$ cat src/rtl/core/rns_pkg.sv
`timescale 1ns / 1ps

package rns_pkg;

  localparam int MaxDim   = 4096;
  localparam int CoordW   = $clog2(MaxDim);
  localparam int DimW     = CoordW + 1;
  localparam int TrigW    = 18;
  localparam int BaseW    = 32;
  localparam int PitchW   = 15;
  localparam int BppW     = 3;
  localparam int OffsW    = 26;
  localparam int FracW    = 16;
  localparam int CfgIdxW  = 3;
  localparam int CfgDataW = 32;
  localparam int ProdW    = TrigW + CoordW + 1;
  localparam int PosW     = BaseW + 2;
  localparam int IntW     = PosW - FracW;
  localparam int RowOffW  = CoordW + PitchW;
  localparam int ColOffW  = CoordW + BppW;

  typedef enum logic [CfgIdxW-1:0] {
    CfgSrcWidth  = 3'd0,
    CfgSrcHeight = 3'd1,
    CfgSin       = 3'd2,
    CfgCos       = 3'd3,
    CfgXBase     = 3'd4,
    CfgYBase     = 3'd5,
    CfgRowPitch  = 3'd6,
    CfgBpp       = 3'd7
  } cfg_idx_e;

  typedef struct packed {
    logic [DimW-1:0]         src_width;
    logic [DimW-1:0]         src_height;
    logic signed [TrigW-1:0] sin_q16;
    logic signed [TrigW-1:0] cos_q16;
    logic signed [BaseW-1:0] x_base;
    logic signed [BaseW-1:0] y_base;
    logic [PitchW-1:0]       row_pitch;
    logic [BppW-1:0]         bytes_per_pixel;
  } cfg_t;

  typedef struct packed {
    logic signed [PosW-1:0] px;
    logic signed [PosW-1:0] py;
  } pos_t;

endpackage

$ cat src/rtl/core/rns_if.sv
`timescale 1ns / 1ps

interface rns_in_if;
  logic                      valid;
  logic                      ready;
  logic [rns_pkg::CoordW-1:0] dest_col;
  logic [rns_pkg::CoordW-1:0] dest_row;
  modport source (output valid, output dest_col, output dest_row, input ready);
  modport sink (input valid, input dest_col, input dest_row, output ready);
endinterface

interface rns_out_if;
  logic                      valid;
  logic                      ready;
  logic                      use_background;
  logic [rns_pkg::CoordW-1:0] src_col;
  logic [rns_pkg::CoordW-1:0] src_row;
  logic [rns_pkg::OffsW-1:0]  byte_offset;
  modport source (output valid, output use_background, output src_col, output src_row,
                  output byte_offset, input ready);
  modport sink (input valid, input use_background, input src_col, input src_row,
                input byte_offset, output ready);
endinterface

interface rns_cfg_if;
  logic                        valid;
  logic                        ready;
  logic [rns_pkg::CfgIdxW-1:0]  index;
  logic [rns_pkg::CfgDataW-1:0] data;
  modport source (output valid, output index, output data, input ready);
  modport sink (input valid, input index, input data, output ready);
endinterface

$ cat src/rtl/core/rotate_nearest_source_address.sv
// Throughput: one beat per cycle while the output channel is ready; the four registered
// stages each hold one beat.
// Stages: Q16 products, position sums, range check with offset products, output register.
// Reset: asynchronous and active low; it empties the pipeline and loads the register
// defaults (1x1 source, zero angle, zero bases, pitch 4096, four bytes per pixel).
`timescale 1ns / 1ps

module rotate_nearest_source_address (
  input  logic         clk_i,
  input  logic         rst_ni,
  rns_cfg_if.sink      cfg_i,
  rns_in_if.sink       in_i,
  rns_out_if.source    out_o
);

  rns_pkg::cfg_t cfg;
  logic          pos_valid, pos_ready;
  rns_pkg::pos_t pos;

  rns_cfg_regs u_cfg (
    .clk_i      (clk_i),
    .rst_ni     (rst_ni),
    .wr_valid_i (cfg_i.valid),
    .wr_index_i (cfg_i.index),
    .wr_data_i  (cfg_i.data),
    .wr_ready_o (cfg_i.ready),
    .cfg_o      (cfg)
  );

  rns_pos u_pos (
    .clk_i   (clk_i),
    .rst_ni  (rst_ni),
    .cfg_i   (cfg),
    .valid_i (in_i.valid),
    .col_i   (in_i.dest_col),
    .row_i   (in_i.dest_row),
    .ready_o (in_i.ready),
    .valid_o (pos_valid),
    .pos_o   (pos),
    .ready_i (pos_ready)
  );

  rns_addr u_addr (
    .clk_i            (clk_i),
    .rst_ni           (rst_ni),
    .cfg_i            (cfg),
    .valid_i          (pos_valid),
    .pos_i            (pos),
    .ready_o          (pos_ready),
    .valid_o          (out_o.valid),
    .use_background_o (out_o.use_background),
    .src_col_o        (out_o.src_col),
    .src_row_o        (out_o.src_row),
    .byte_offset_o    (out_o.byte_offset),
    .ready_i          (out_o.ready)
  );

endmodule

$ cat src/rtl/core/rns_cfg_regs.sv
`timescale 1ns / 1ps

module rns_cfg_regs (
  input  logic                         clk_i,
  input  logic                         rst_ni,
  input  logic                         wr_valid_i,
  input  logic [rns_pkg::CfgIdxW-1:0]  wr_index_i,
  input  logic [rns_pkg::CfgDataW-1:0] wr_data_i,
  output logic                         wr_ready_o,
  output rns_pkg::cfg_t                cfg_o
);

  rns_pkg::cfg_t cfg_q, cfg_d;

  assign wr_ready_o = 1'b1;

  always_comb begin
    cfg_d = cfg_q;
    if (wr_valid_i) begin
      case (wr_index_i)
        rns_pkg::CfgSrcWidth:  cfg_d.src_width       = wr_data_i[rns_pkg::DimW-1:0];
        rns_pkg::CfgSrcHeight: cfg_d.src_height      = wr_data_i[rns_pkg::DimW-1:0];
        rns_pkg::CfgSin:       cfg_d.sin_q16         = wr_data_i[rns_pkg::TrigW-1:0];
        rns_pkg::CfgCos:       cfg_d.cos_q16         = wr_data_i[rns_pkg::TrigW-1:0];
        rns_pkg::CfgXBase:     cfg_d.x_base          = wr_data_i[rns_pkg::BaseW-1:0];
        rns_pkg::CfgYBase:     cfg_d.y_base          = wr_data_i[rns_pkg::BaseW-1:0];
        rns_pkg::CfgRowPitch:  cfg_d.row_pitch       = wr_data_i[rns_pkg::PitchW-1:0];
        rns_pkg::CfgBpp:       cfg_d.bytes_per_pixel = wr_data_i[rns_pkg::BppW-1:0];
        default:               cfg_d = cfg_q;
      endcase
    end
  end

  always_ff @(posedge clk_i or negedge rst_ni) begin
    if (!rst_ni) begin
      cfg_q.src_width       <= rns_pkg::DimW'(1);
      cfg_q.src_height      <= rns_pkg::DimW'(1);
      cfg_q.sin_q16         <= '0;
      cfg_q.cos_q16         <= rns_pkg::TrigW'(65536);
      cfg_q.x_base          <= '0;
      cfg_q.y_base          <= '0;
      cfg_q.row_pitch       <= rns_pkg::PitchW'(4096);
      cfg_q.bytes_per_pixel <= rns_pkg::BppW'(4);
    end else begin
      cfg_q <= cfg_d;
    end
  end

  assign cfg_o = cfg_q;

endmodule

$ cat src/rtl/core/rns_pos.sv
`timescale 1ns / 1ps

module rns_pos (
  input  logic                       clk_i,
  input  logic                       rst_ni,
  input  rns_pkg::cfg_t              cfg_i,
  input  logic                       valid_i,
  input  logic [rns_pkg::CoordW-1:0] col_i,
  input  logic [rns_pkg::CoordW-1:0] row_i,
  output logic                       ready_o,
  output logic                       valid_o,
  output rns_pkg::pos_t              pos_o,
  input  logic                       ready_i
);

  localparam int ExtW = rns_pkg::PosW - rns_pkg::ProdW;
  localparam int BExtW = rns_pkg::PosW - rns_pkg::BaseW;
  localparam int TExtW = rns_pkg::ProdW - rns_pkg::TrigW;
  localparam int CExtW = rns_pkg::ProdW - rns_pkg::CoordW;

  logic                             s1_valid_q, s2_valid_q;
  logic                             s1_ready, s2_ready;
  logic signed [rns_pkg::ProdW-1:0] sin_x, cos_x, row_x, col_x;
  logic signed [rns_pkg::ProdW-1:0] sr_q, cr_q, cc_q, sc_q;
  logic signed [rns_pkg::ProdW-1:0] sr_d, cr_d, cc_d, sc_d;
  rns_pkg::pos_t                    pos_q, pos_d;

  assign s2_ready = !s2_valid_q || ready_i;
  assign s1_ready = !s1_valid_q || s2_ready;
  assign ready_o  = s1_ready;

  always_comb begin
    sin_x = {{TExtW{cfg_i.sin_q16[rns_pkg::TrigW-1]}}, cfg_i.sin_q16};
    cos_x = {{TExtW{cfg_i.cos_q16[rns_pkg::TrigW-1]}}, cfg_i.cos_q16};
    row_x = {{CExtW{1'b0}}, row_i};
    col_x = {{CExtW{1'b0}}, col_i};
    sr_d = sin_x * row_x;
    cr_d = cos_x * row_x;
    cc_d = cos_x * col_x;
    sc_d = sin_x * col_x;
  end

  always_comb begin
    pos_d.px = $signed({{BExtW{cfg_i.x_base[rns_pkg::BaseW-1]}}, cfg_i.x_base})
             - $signed({{ExtW{sr_q[rns_pkg::ProdW-1]}}, sr_q})
             + $signed({{ExtW{cc_q[rns_pkg::ProdW-1]}}, cc_q});
    pos_d.py = $signed({{BExtW{cfg_i.y_base[rns_pkg::BaseW-1]}}, cfg_i.y_base})
             + $signed({{ExtW{cr_q[rns_pkg::ProdW-1]}}, cr_q})
             + $signed({{ExtW{sc_q[rns_pkg::ProdW-1]}}, sc_q});
  end

  always_ff @(posedge clk_i or negedge rst_ni) begin
    if (!rst_ni) begin
      s1_valid_q <= 1'b0;
      s2_valid_q <= 1'b0;
    end else begin
      if (s1_ready) begin
        s1_valid_q <= valid_i;
      end
      if (s2_ready) begin
        s2_valid_q <= s1_valid_q;
      end
    end
  end

  always_ff @(posedge clk_i) begin
    if (s1_ready && valid_i) begin
      sr_q <= sr_d;
      cr_q <= cr_d;
      cc_q <= cc_d;
      sc_q <= sc_d;
    end
    if (s2_ready && s1_valid_q) begin
      pos_q <= pos_d;
    end
  end

  assign valid_o = s2_valid_q;
  assign pos_o   = pos_q;

endmodule

$ cat src/rtl/core/rns_addr.sv
`timescale 1ns / 1ps

module rns_addr (
  input  logic                        clk_i,
  input  logic                        rst_ni,
  input  rns_pkg::cfg_t               cfg_i,
  input  logic                        valid_i,
  input  rns_pkg::pos_t               pos_i,
  output logic                        ready_o,
  output logic                        valid_o,
  output logic                        use_background_o,
  output logic [rns_pkg::CoordW-1:0]  src_col_o,
  output logic [rns_pkg::CoordW-1:0]  src_row_o,
  output logic [rns_pkg::OffsW-1:0]   byte_offset_o,
  input  logic                        ready_i
);

  localparam int UExtW = rns_pkg::IntW - rns_pkg::DimW;

  logic                        s3_valid_q, s4_valid_q;
  logic                        s3_ready, s4_ready;
  logic [rns_pkg::DimW-1:0]    w_lim, h_lim;
  logic [rns_pkg::IntW-1:0]    px_int, py_int;
  logic [rns_pkg::BppW-1:0]    pix_size;
  logic                        bg_d, bg_q, bg_out_q;
  logic [rns_pkg::CoordW-1:0]  col_d, row_d, col_q, row_q, col_out_q, row_out_q;
  logic [rns_pkg::RowOffW-1:0] row_off_d, row_off_q;
  logic [rns_pkg::ColOffW-1:0] col_off_d, col_off_q;
  logic [rns_pkg::RowOffW-1:0] off_sum;
  logic [rns_pkg::OffsW-1:0]   off_out_q;

  assign s4_ready = !s4_valid_q || ready_i;
  assign s3_ready = !s3_valid_q || s4_ready;
  assign ready_o  = s3_ready;

  always_comb begin
    w_lim = (cfg_i.src_width > rns_pkg::DimW'(rns_pkg::MaxDim))
            ? rns_pkg::DimW'(rns_pkg::MaxDim) : cfg_i.src_width;
    h_lim = (cfg_i.src_height > rns_pkg::DimW'(rns_pkg::MaxDim))
            ? rns_pkg::DimW'(rns_pkg::MaxDim) : cfg_i.src_height;
    px_int = pos_i.px[rns_pkg::PosW-1:rns_pkg::FracW];
    py_int = pos_i.py[rns_pkg::PosW-1:rns_pkg::FracW];
    bg_d = pos_i.px[rns_pkg::PosW-1] || pos_i.py[rns_pkg::PosW-1]
        || (px_int >= {{UExtW{1'b0}}, w_lim}) || (py_int >= {{UExtW{1'b0}}, h_lim});
    col_d = px_int[rns_pkg::CoordW-1:0];
    row_d = py_int[rns_pkg::CoordW-1:0];
    case (cfg_i.bytes_per_pixel)
      rns_pkg::BppW'(1): pix_size = rns_pkg::BppW'(1);
      rns_pkg::BppW'(2): pix_size = rns_pkg::BppW'(2);
      rns_pkg::BppW'(4): pix_size = rns_pkg::BppW'(4);
      default:           pix_size = rns_pkg::BppW'(3);
    endcase
    row_off_d = {{rns_pkg::PitchW{1'b0}}, row_d}
              * {{rns_pkg::CoordW{1'b0}}, cfg_i.row_pitch};
    col_off_d = {{rns_pkg::BppW{1'b0}}, col_d} * {{rns_pkg::CoordW{1'b0}}, pix_size};
    off_sum   = row_off_q + {{(rns_pkg::RowOffW - rns_pkg::ColOffW){1'b0}}, col_off_q};
  end

  always_ff @(posedge clk_i or negedge rst_ni) begin
    if (!rst_ni) begin
      s3_valid_q <= 1'b0;
      s4_valid_q <= 1'b0;
    end else begin
      if (s3_ready) begin
        s3_valid_q <= valid_i;
      end
      if (s4_ready) begin
        s4_valid_q <= s3_valid_q;
      end
    end
  end

  always_ff @(posedge clk_i) begin
    if (s3_ready && valid_i) begin
      bg_q      <= bg_d;
      col_q     <= col_d;
      row_q     <= row_d;
      row_off_q <= row_off_d;
      col_off_q <= col_off_d;
    end
    if (s4_ready && s3_valid_q) begin
      bg_out_q  <= bg_q;
      col_out_q <= bg_q ? '0 : col_q;
      row_out_q <= bg_q ? '0 : row_q;
      off_out_q <= bg_q ? '0 : off_sum[rns_pkg::OffsW-1:0];
    end
  end

  assign valid_o          = s4_valid_q;
  assign use_background_o = bg_out_q;
  assign src_col_o        = col_out_q;
  assign src_row_o        = row_out_q;
  assign byte_offset_o    = off_out_q;

  a_bg_zero: assert property (@(posedge clk_i) disable iff (!rst_ni)
    valid_o && use_background_o |-> src_col_o == '0 && src_row_o == '0 && byte_offset_o == '0)
    else $error("background result carries a nonzero field");

  a_col_in_range: assert property (@(posedge clk_i) disable iff (!rst_ni)
    valid_o && !use_background_o |-> {1'b0, src_col_o} < w_lim && {1'b0, src_row_o} < h_lim)
    else $error("source coordinate outside the clamped extent");

  a_s3_hold: assert property (@(posedge clk_i) disable iff (!rst_ni)
    s3_valid_q && !s3_ready |=> s3_valid_q && $stable(bg_q) && $stable(col_q))
    else $error("stalled beat lost in the check stage");

  a_s4_fill: assert property (@(posedge clk_i) disable iff (!rst_ni)
    s3_valid_q && s4_ready |=> s4_valid_q)
    else $error("beat dropped between check and output stages");

endmodule

$ cat src/flat_wrapper.sv
// flat-port wrapper written by rule: the top's interface ports become plain ports
module rotate_nearest_source_address_flat 
  (clk_i, rst_ni, cfg_i_valid, cfg_i_index, cfg_i_data, cfg_i_ready, in_i_valid, in_i_dest_col, in_i_dest_row, in_i_ready, out_o_valid, out_o_use_background, out_o_src_col, out_o_src_row, out_o_byte_offset, out_o_ready);
  rns_cfg_if cfg_i_i ();
  rns_in_if in_i_i ();
  rns_out_if out_o_i ();
  input  logic clk_i;
  input  logic rst_ni;
  input wire logic [$bits(cfg_i_i.valid)-1:0] cfg_i_valid;
  input wire logic [$bits(cfg_i_i.index)-1:0] cfg_i_index;
  input wire logic [$bits(cfg_i_i.data)-1:0] cfg_i_data;
  output wire logic [$bits(cfg_i_i.ready)-1:0] cfg_i_ready;
  input wire logic [$bits(in_i_i.valid)-1:0] in_i_valid;
  input wire logic [$bits(in_i_i.dest_col)-1:0] in_i_dest_col;
  input wire logic [$bits(in_i_i.dest_row)-1:0] in_i_dest_row;
  output wire logic [$bits(in_i_i.ready)-1:0] in_i_ready;
  output wire logic [$bits(out_o_i.valid)-1:0] out_o_valid;
  output wire logic [$bits(out_o_i.use_background)-1:0] out_o_use_background;
  output wire logic [$bits(out_o_i.src_col)-1:0] out_o_src_col;
  output wire logic [$bits(out_o_i.src_row)-1:0] out_o_src_row;
  output wire logic [$bits(out_o_i.byte_offset)-1:0] out_o_byte_offset;
  input wire logic [$bits(out_o_i.ready)-1:0] out_o_ready;
  assign cfg_i_i.valid = cfg_i_valid;
  assign cfg_i_i.index = cfg_i_index;
  assign cfg_i_i.data = cfg_i_data;
  assign cfg_i_ready = cfg_i_i.ready;
  assign in_i_i.valid = in_i_valid;
  assign in_i_i.dest_col = in_i_dest_col;
  assign in_i_i.dest_row = in_i_dest_row;
  assign in_i_ready = in_i_i.ready;
  assign out_o_valid = out_o_i.valid;
  assign out_o_use_background = out_o_i.use_background;
  assign out_o_src_col = out_o_i.src_col;
  assign out_o_src_row = out_o_i.src_row;
  assign out_o_byte_offset = out_o_i.byte_offset;
  assign out_o_i.ready = out_o_ready;
  rotate_nearest_source_address u_core (.clk_i(clk_i), .rst_ni(rst_ni), .cfg_i(cfg_i_i), .in_i(in_i_i), .out_o(out_o_i));
endmodule
$ cat config.mk
export PLATFORM = sky130hd
export DESIGN_NAME = rotate_nearest_source_address_flat
export DESIGN_NICKNAME = d
export VERILOG_FILES = /design/src/rtl/core/rns_pkg.sv /design/src/rtl/core/rns_if.sv /design/src/rtl/core/rotate_nearest_source_address.sv /design/src/rtl/core/rns_cfg_regs.sv /design/src/rtl/core/rns_pos.sv /design/src/rtl/core/rns_addr.sv /design/src/flat_wrapper.sv
export SDC_FILE = /design/constraint.sdc
export NUM_CORES = 2
export LEC_CHECK = 0
export ABC_AREA = 1
export ABC_CLOCK_PERIOD_IN_PS = 14580
export BUFFER_PORTS_ARGS = -buffer_cell sky130_fd_sc_hd__buf_2
export CAP_MARGIN = 20
export CORE_MARGIN = 5
export CORE_UTILIZATION = 45
export CTS_CLUSTER_SIZE = 12
export DETAILED_ROUTE_END_ITERATION = 16
export HOLD_SLACK_MARGIN = 0.03
export PLACE_DENSITY = 0.7
export SLEW_MARGIN = 20
export SYNTH_ARGS = -nofsm -noshare
export SYNTH_HDL_FRONTEND = slang
export SYNTH_SLANG_ARGS = --single-unit
$ cat constraint.sdc
create_clock -name clk_i -period 14.58 [get_ports clk_i]
set_input_delay 1.458 -clock clk_i [delete_from_list [all_inputs] [get_ports clk_i]]
set_output_delay 1.458 -clock clk_i [all_outputs]
set_load 0.05 [all_outputs]
==> flow_summary.yaml <==
yosys:
  ys_seq_area_share_pct: 19.18
  yosys_register_bits: 425
  synth_xor_area_share_pct: 2.037
  avgSynthCellArea_um2: 8.008
  yosysWarnings: 0
  synthMuxAreaShare_pct: 0
  syn-num-nets: 9355
  synth_top_family_by_area: "adder cells"
  synth-simple-area-share_pct: 16.76
  yosys.area_share.adder_pct: 41.07
  synth_area_um2: 62700
  synth_cell_types: 56
  synth_compound_area_share_pct: 5.933
  synthCells: 7830
layout:
  fin_cells: 9706
  fillers: 13510
  diodes: 0
  drive_gt1_share_pct: 4.368
  fin_util_pct: 48.01
  syn_to_final_growth_pct: 6.443
  final_net_count: 9313
floorplan:
  dieArea_um2: 146900
  die_y_um: 383.3
  ios: 118
  coreArea_um2: 139000
  initial_utilization_pct: 45.10
  dieWidth_um: 383.3
  row_count: 137
clocking:
  worst_skew_pair.late_latency_ns: 0.64
  clk_path_buf_depth: 3
  clockRootBuffer: "clkbuf_16"
  clk_pin_slew_ns: 0.06
  postCtsSetupRepairBufs: 0
  htreeDepth: 2
  clock_sinks: 425
  tritoncts: "built"
  numCtsBuffers: 51
  ctsResizeCount: 0
  hold_buffers: 0
routing:
  drt_iter0_drc: 3506
  wire_per_inst_um: 18.02
  drt-total-wl_um: 174900
  via_per_inst: 5.023
  num_vias: 48750
  drc: 0
  ant_nets: 0
  drt_first_pass_iters: 8
sta:
  max_slew_margin_pct: 24.36
  setup_tns_ns: 0
  finalSetupViolations: 0
  fin_crit_ns: 6.543
  rsz0062_at_grt: "false"
  fmax_ghz: 0.1528
  finalMaxSlewViolations: 0
  tightest_slew_ns: 1.135
  period_share_pct: 44.88
  finalHoldViolCount: 0
  finClkSkew_ns: 0.03207
placement:
  dpl.hpwl_um: 141100
  place_congestion: 0.9508
  io_buffers: 116
  dpl.cell_count: 9609
grt:
  grt_overflow_total: 0
  grt_start_max_net_pins: 80
  grt_util_all_layers_pct: 24.20
  grt_antenna_before_repair: 6
  grt_pass1_vias: 51520
  grt_pass1_wl_um: 280000
flow_run:
  maxCapViolations: 0
worst_setup_path:
  r2r_setup_slack_ns: 8.43
  crit_path_start_kind: "primary input"
  crit_required_ns: 14.96
  crit_type: "primary input to register"
  cp_max_fo: 36
  end_kind: "register"
  crit_arrival_ns: 6.92
min_path:
  hp-class: "register to register"
outcome:
  status: "finished clean"
## per-layer routing
layer	track usage [%]	up-vias	wire, µm
met5	0	-	12
met4	7.829	2	6544
met3	4.516	342	14880
met2	40.06	1754	80570
met1	32.27	23800	72880
li1	-	22860	-
## cell usage in the layout (no fill, tap or decap), drive strengths merged, types with 53 or more instances in the layout
| cell | Yosys | routed |
|---|---|---|
| buf | 17 | 170 |
| nand2 | 1961 | 1961 |
| inv | 2240 | 2248 |
| nor3 | 53 | 53 |
| clkbuf | 248 | 71 |
| edfxtp | 277 | 277 |
| fa | 995 | 995 |
| o21ai | 281 | 281 |
| xor2 | 103 | 103 |
| nor2 | 347 | 347 |
| ha | 466 | 466 |
| a21oi | 276 | 276 |
| dfrtp | 143 | 143 |
| nand3 | 168 | 168 |
## through the flow
stage | instance area, µm² | worst slack, ns | hold WS, ns
floorplan | 62700 | 6.952 | 0.4244
global placement | 65040 | 7.421 | 0.4574
detailed placement | 65050 | 7.429 | 0.4659
CTS | 66700 | 8.131 | 0.4816
global route | 66740 | 7.763 | 0.5113
finish | 66740 | 8.037 | 0.4766
## path summary, 6_finish.rpt
path | start | end | cells past startpoint
max | in_i_dest_row[1] | u_core.u_pos.sr_q[28] | 18
min | u_core.u_pos.valid_o | u_core.u_addr.s3_valid_q | 2
max reg2reg | u_core.u_cfg.cfg_o[117] | u_core.u_pos.sr_q[28] | 17
min reg2reg | u_core.u_pos.valid_o | u_core.u_addr.s3_valid_q | 2
max in group asynchronous | rst_ni | u_core.u_cfg.cfg_o[60] | 2
min in group asynchronous | rst_ni | u_core.u_addr.valid_o | 1
## synthesized netlist by cell type (all sizes together)
| cell | count | area share [%] |
|---|---|---|
| inv | 2240 | 13 |
| nand2 | 1961 | 12 |
| fa | 995 | 32 |
| ha | 466 | 9.3 |
| nor2 | 347 | 2.1 |
| o21ai | 281 | 2.3 |
| edfxtp | 277 | 13 |
| a21oi | 276 | 2.2 |
| clkbuf | 248 | 1.5 |
| nand3 | 168 | 1.4 |
| dfrtp | 143 | 5.7 |
| xor2 | 103 | 1.4 |
| nor3 | 53 | 0.48 |
| xnor2 | 42 | 0.60 |
| nand4 | 38 | 0.38 |
| o21bai | 37 | 0.45 |
| a21o | 27 | 0.32 |
| o21a | 22 | 0.26 |
| nor4 | 21 | 0.24 |
| buf | 17 | 0.11 |
| a21boi | 10 | 0.12 |
| nand3b | 8 | 0.096 |
| or2 | 8 | 0.080 |
| and2 | 7 | 0.070 |
| a211oi | 6 | 0.080 |
| dfstp | 5 | 0.21 |
| o211ai | 5 | 0.060 |
| a31oi | 4 | 0.040 |
| nand2b | 3 | 0.030 |
| and3 | 2 | 0.020 |
| clkinv | 2 | 0.012 |
| o2111ai | 2 | 0.028 |
| a221oi | 1 | 0.014 |
| conb | 1 | 0.0060 |
| nor3b | 1 | 0.012 |
| nor4b | 1 | 0.014 |
| o221ai | 1 | 0.014 |
| o31ai | 1 | 0.012 |
## sequential cells by signal, indices dropped and copies added (netlist names)
register and cells:
u_core.u_pos.pos_o 36, u_core.u_addr.row_q 12, u_core.u_pos.sc_q 31, u_core.u_addr.byte_offset_o 26, u_core.u_addr.bg_q 1, u_core.u_addr.col_off_q 15, u_core.u_pos.s1_valid_q 1, u_core.u_addr.src_row_o 12
u_core.u_addr.use_background_o 1, u_core.u_cfg.cfg_o 144, u_core.u_addr.row_off_q 26, u_core.u_pos.cr_q 31, u_core.u_addr.col_q 12, u_core.u_addr.src_col_o 12, u_core.u_pos.sr_q 31, u_core.u_pos.cc_q 31
u_core.u_addr.valid_o 1, u_core.u_addr.s3_valid_q 1, u_core.u_pos.valid_o 1
## critical path: stages
cell,delay (ns)
buf_2,0.65
nand2_1,0.22
fa_1,0.56
fa_1,0.82
inv_1,0.11
fa_1,0.48
fa_1,0.54
inv_1,0.05
fa_1,0.47
inv_1,0.04
ha_1,0.37
nand2_1,0.14
nor2_1,0.11
inv_1,0.09
nor3_1,0.31
nand4_1,0.19
nand3_1,0.18
xor2_1,0.08
## cell type report
type                            instances  area, µm²  area share [%]
Inverter                             2242       8416           12.61
Clock buffer                           71       1414           2.118
Clock inverter                         24      234.0          0.3506
Timing Repair Buffer                  170       1026           1.537
Sequential cell                       425      12030           18.02
Multi-Input combinational cell       4898      41280           61.85
Tap cell                             1876       2347           3.517
## cells by family (layout without fill, tap and decap cells)
group / Yosys count / in the layout
buf+inv: 2507 / 2507
flops: 425 / 425
xor+xnor: 145 / 145
simple gates: 2618 / 2618
compound gates: 673 / 673
fa+ha+maj: 1461 / 1461
other cells: 1 / 1
Power is not shown: default switching activity piles up to over one toggle a cycle in this logic, so the estimate is an artifact.
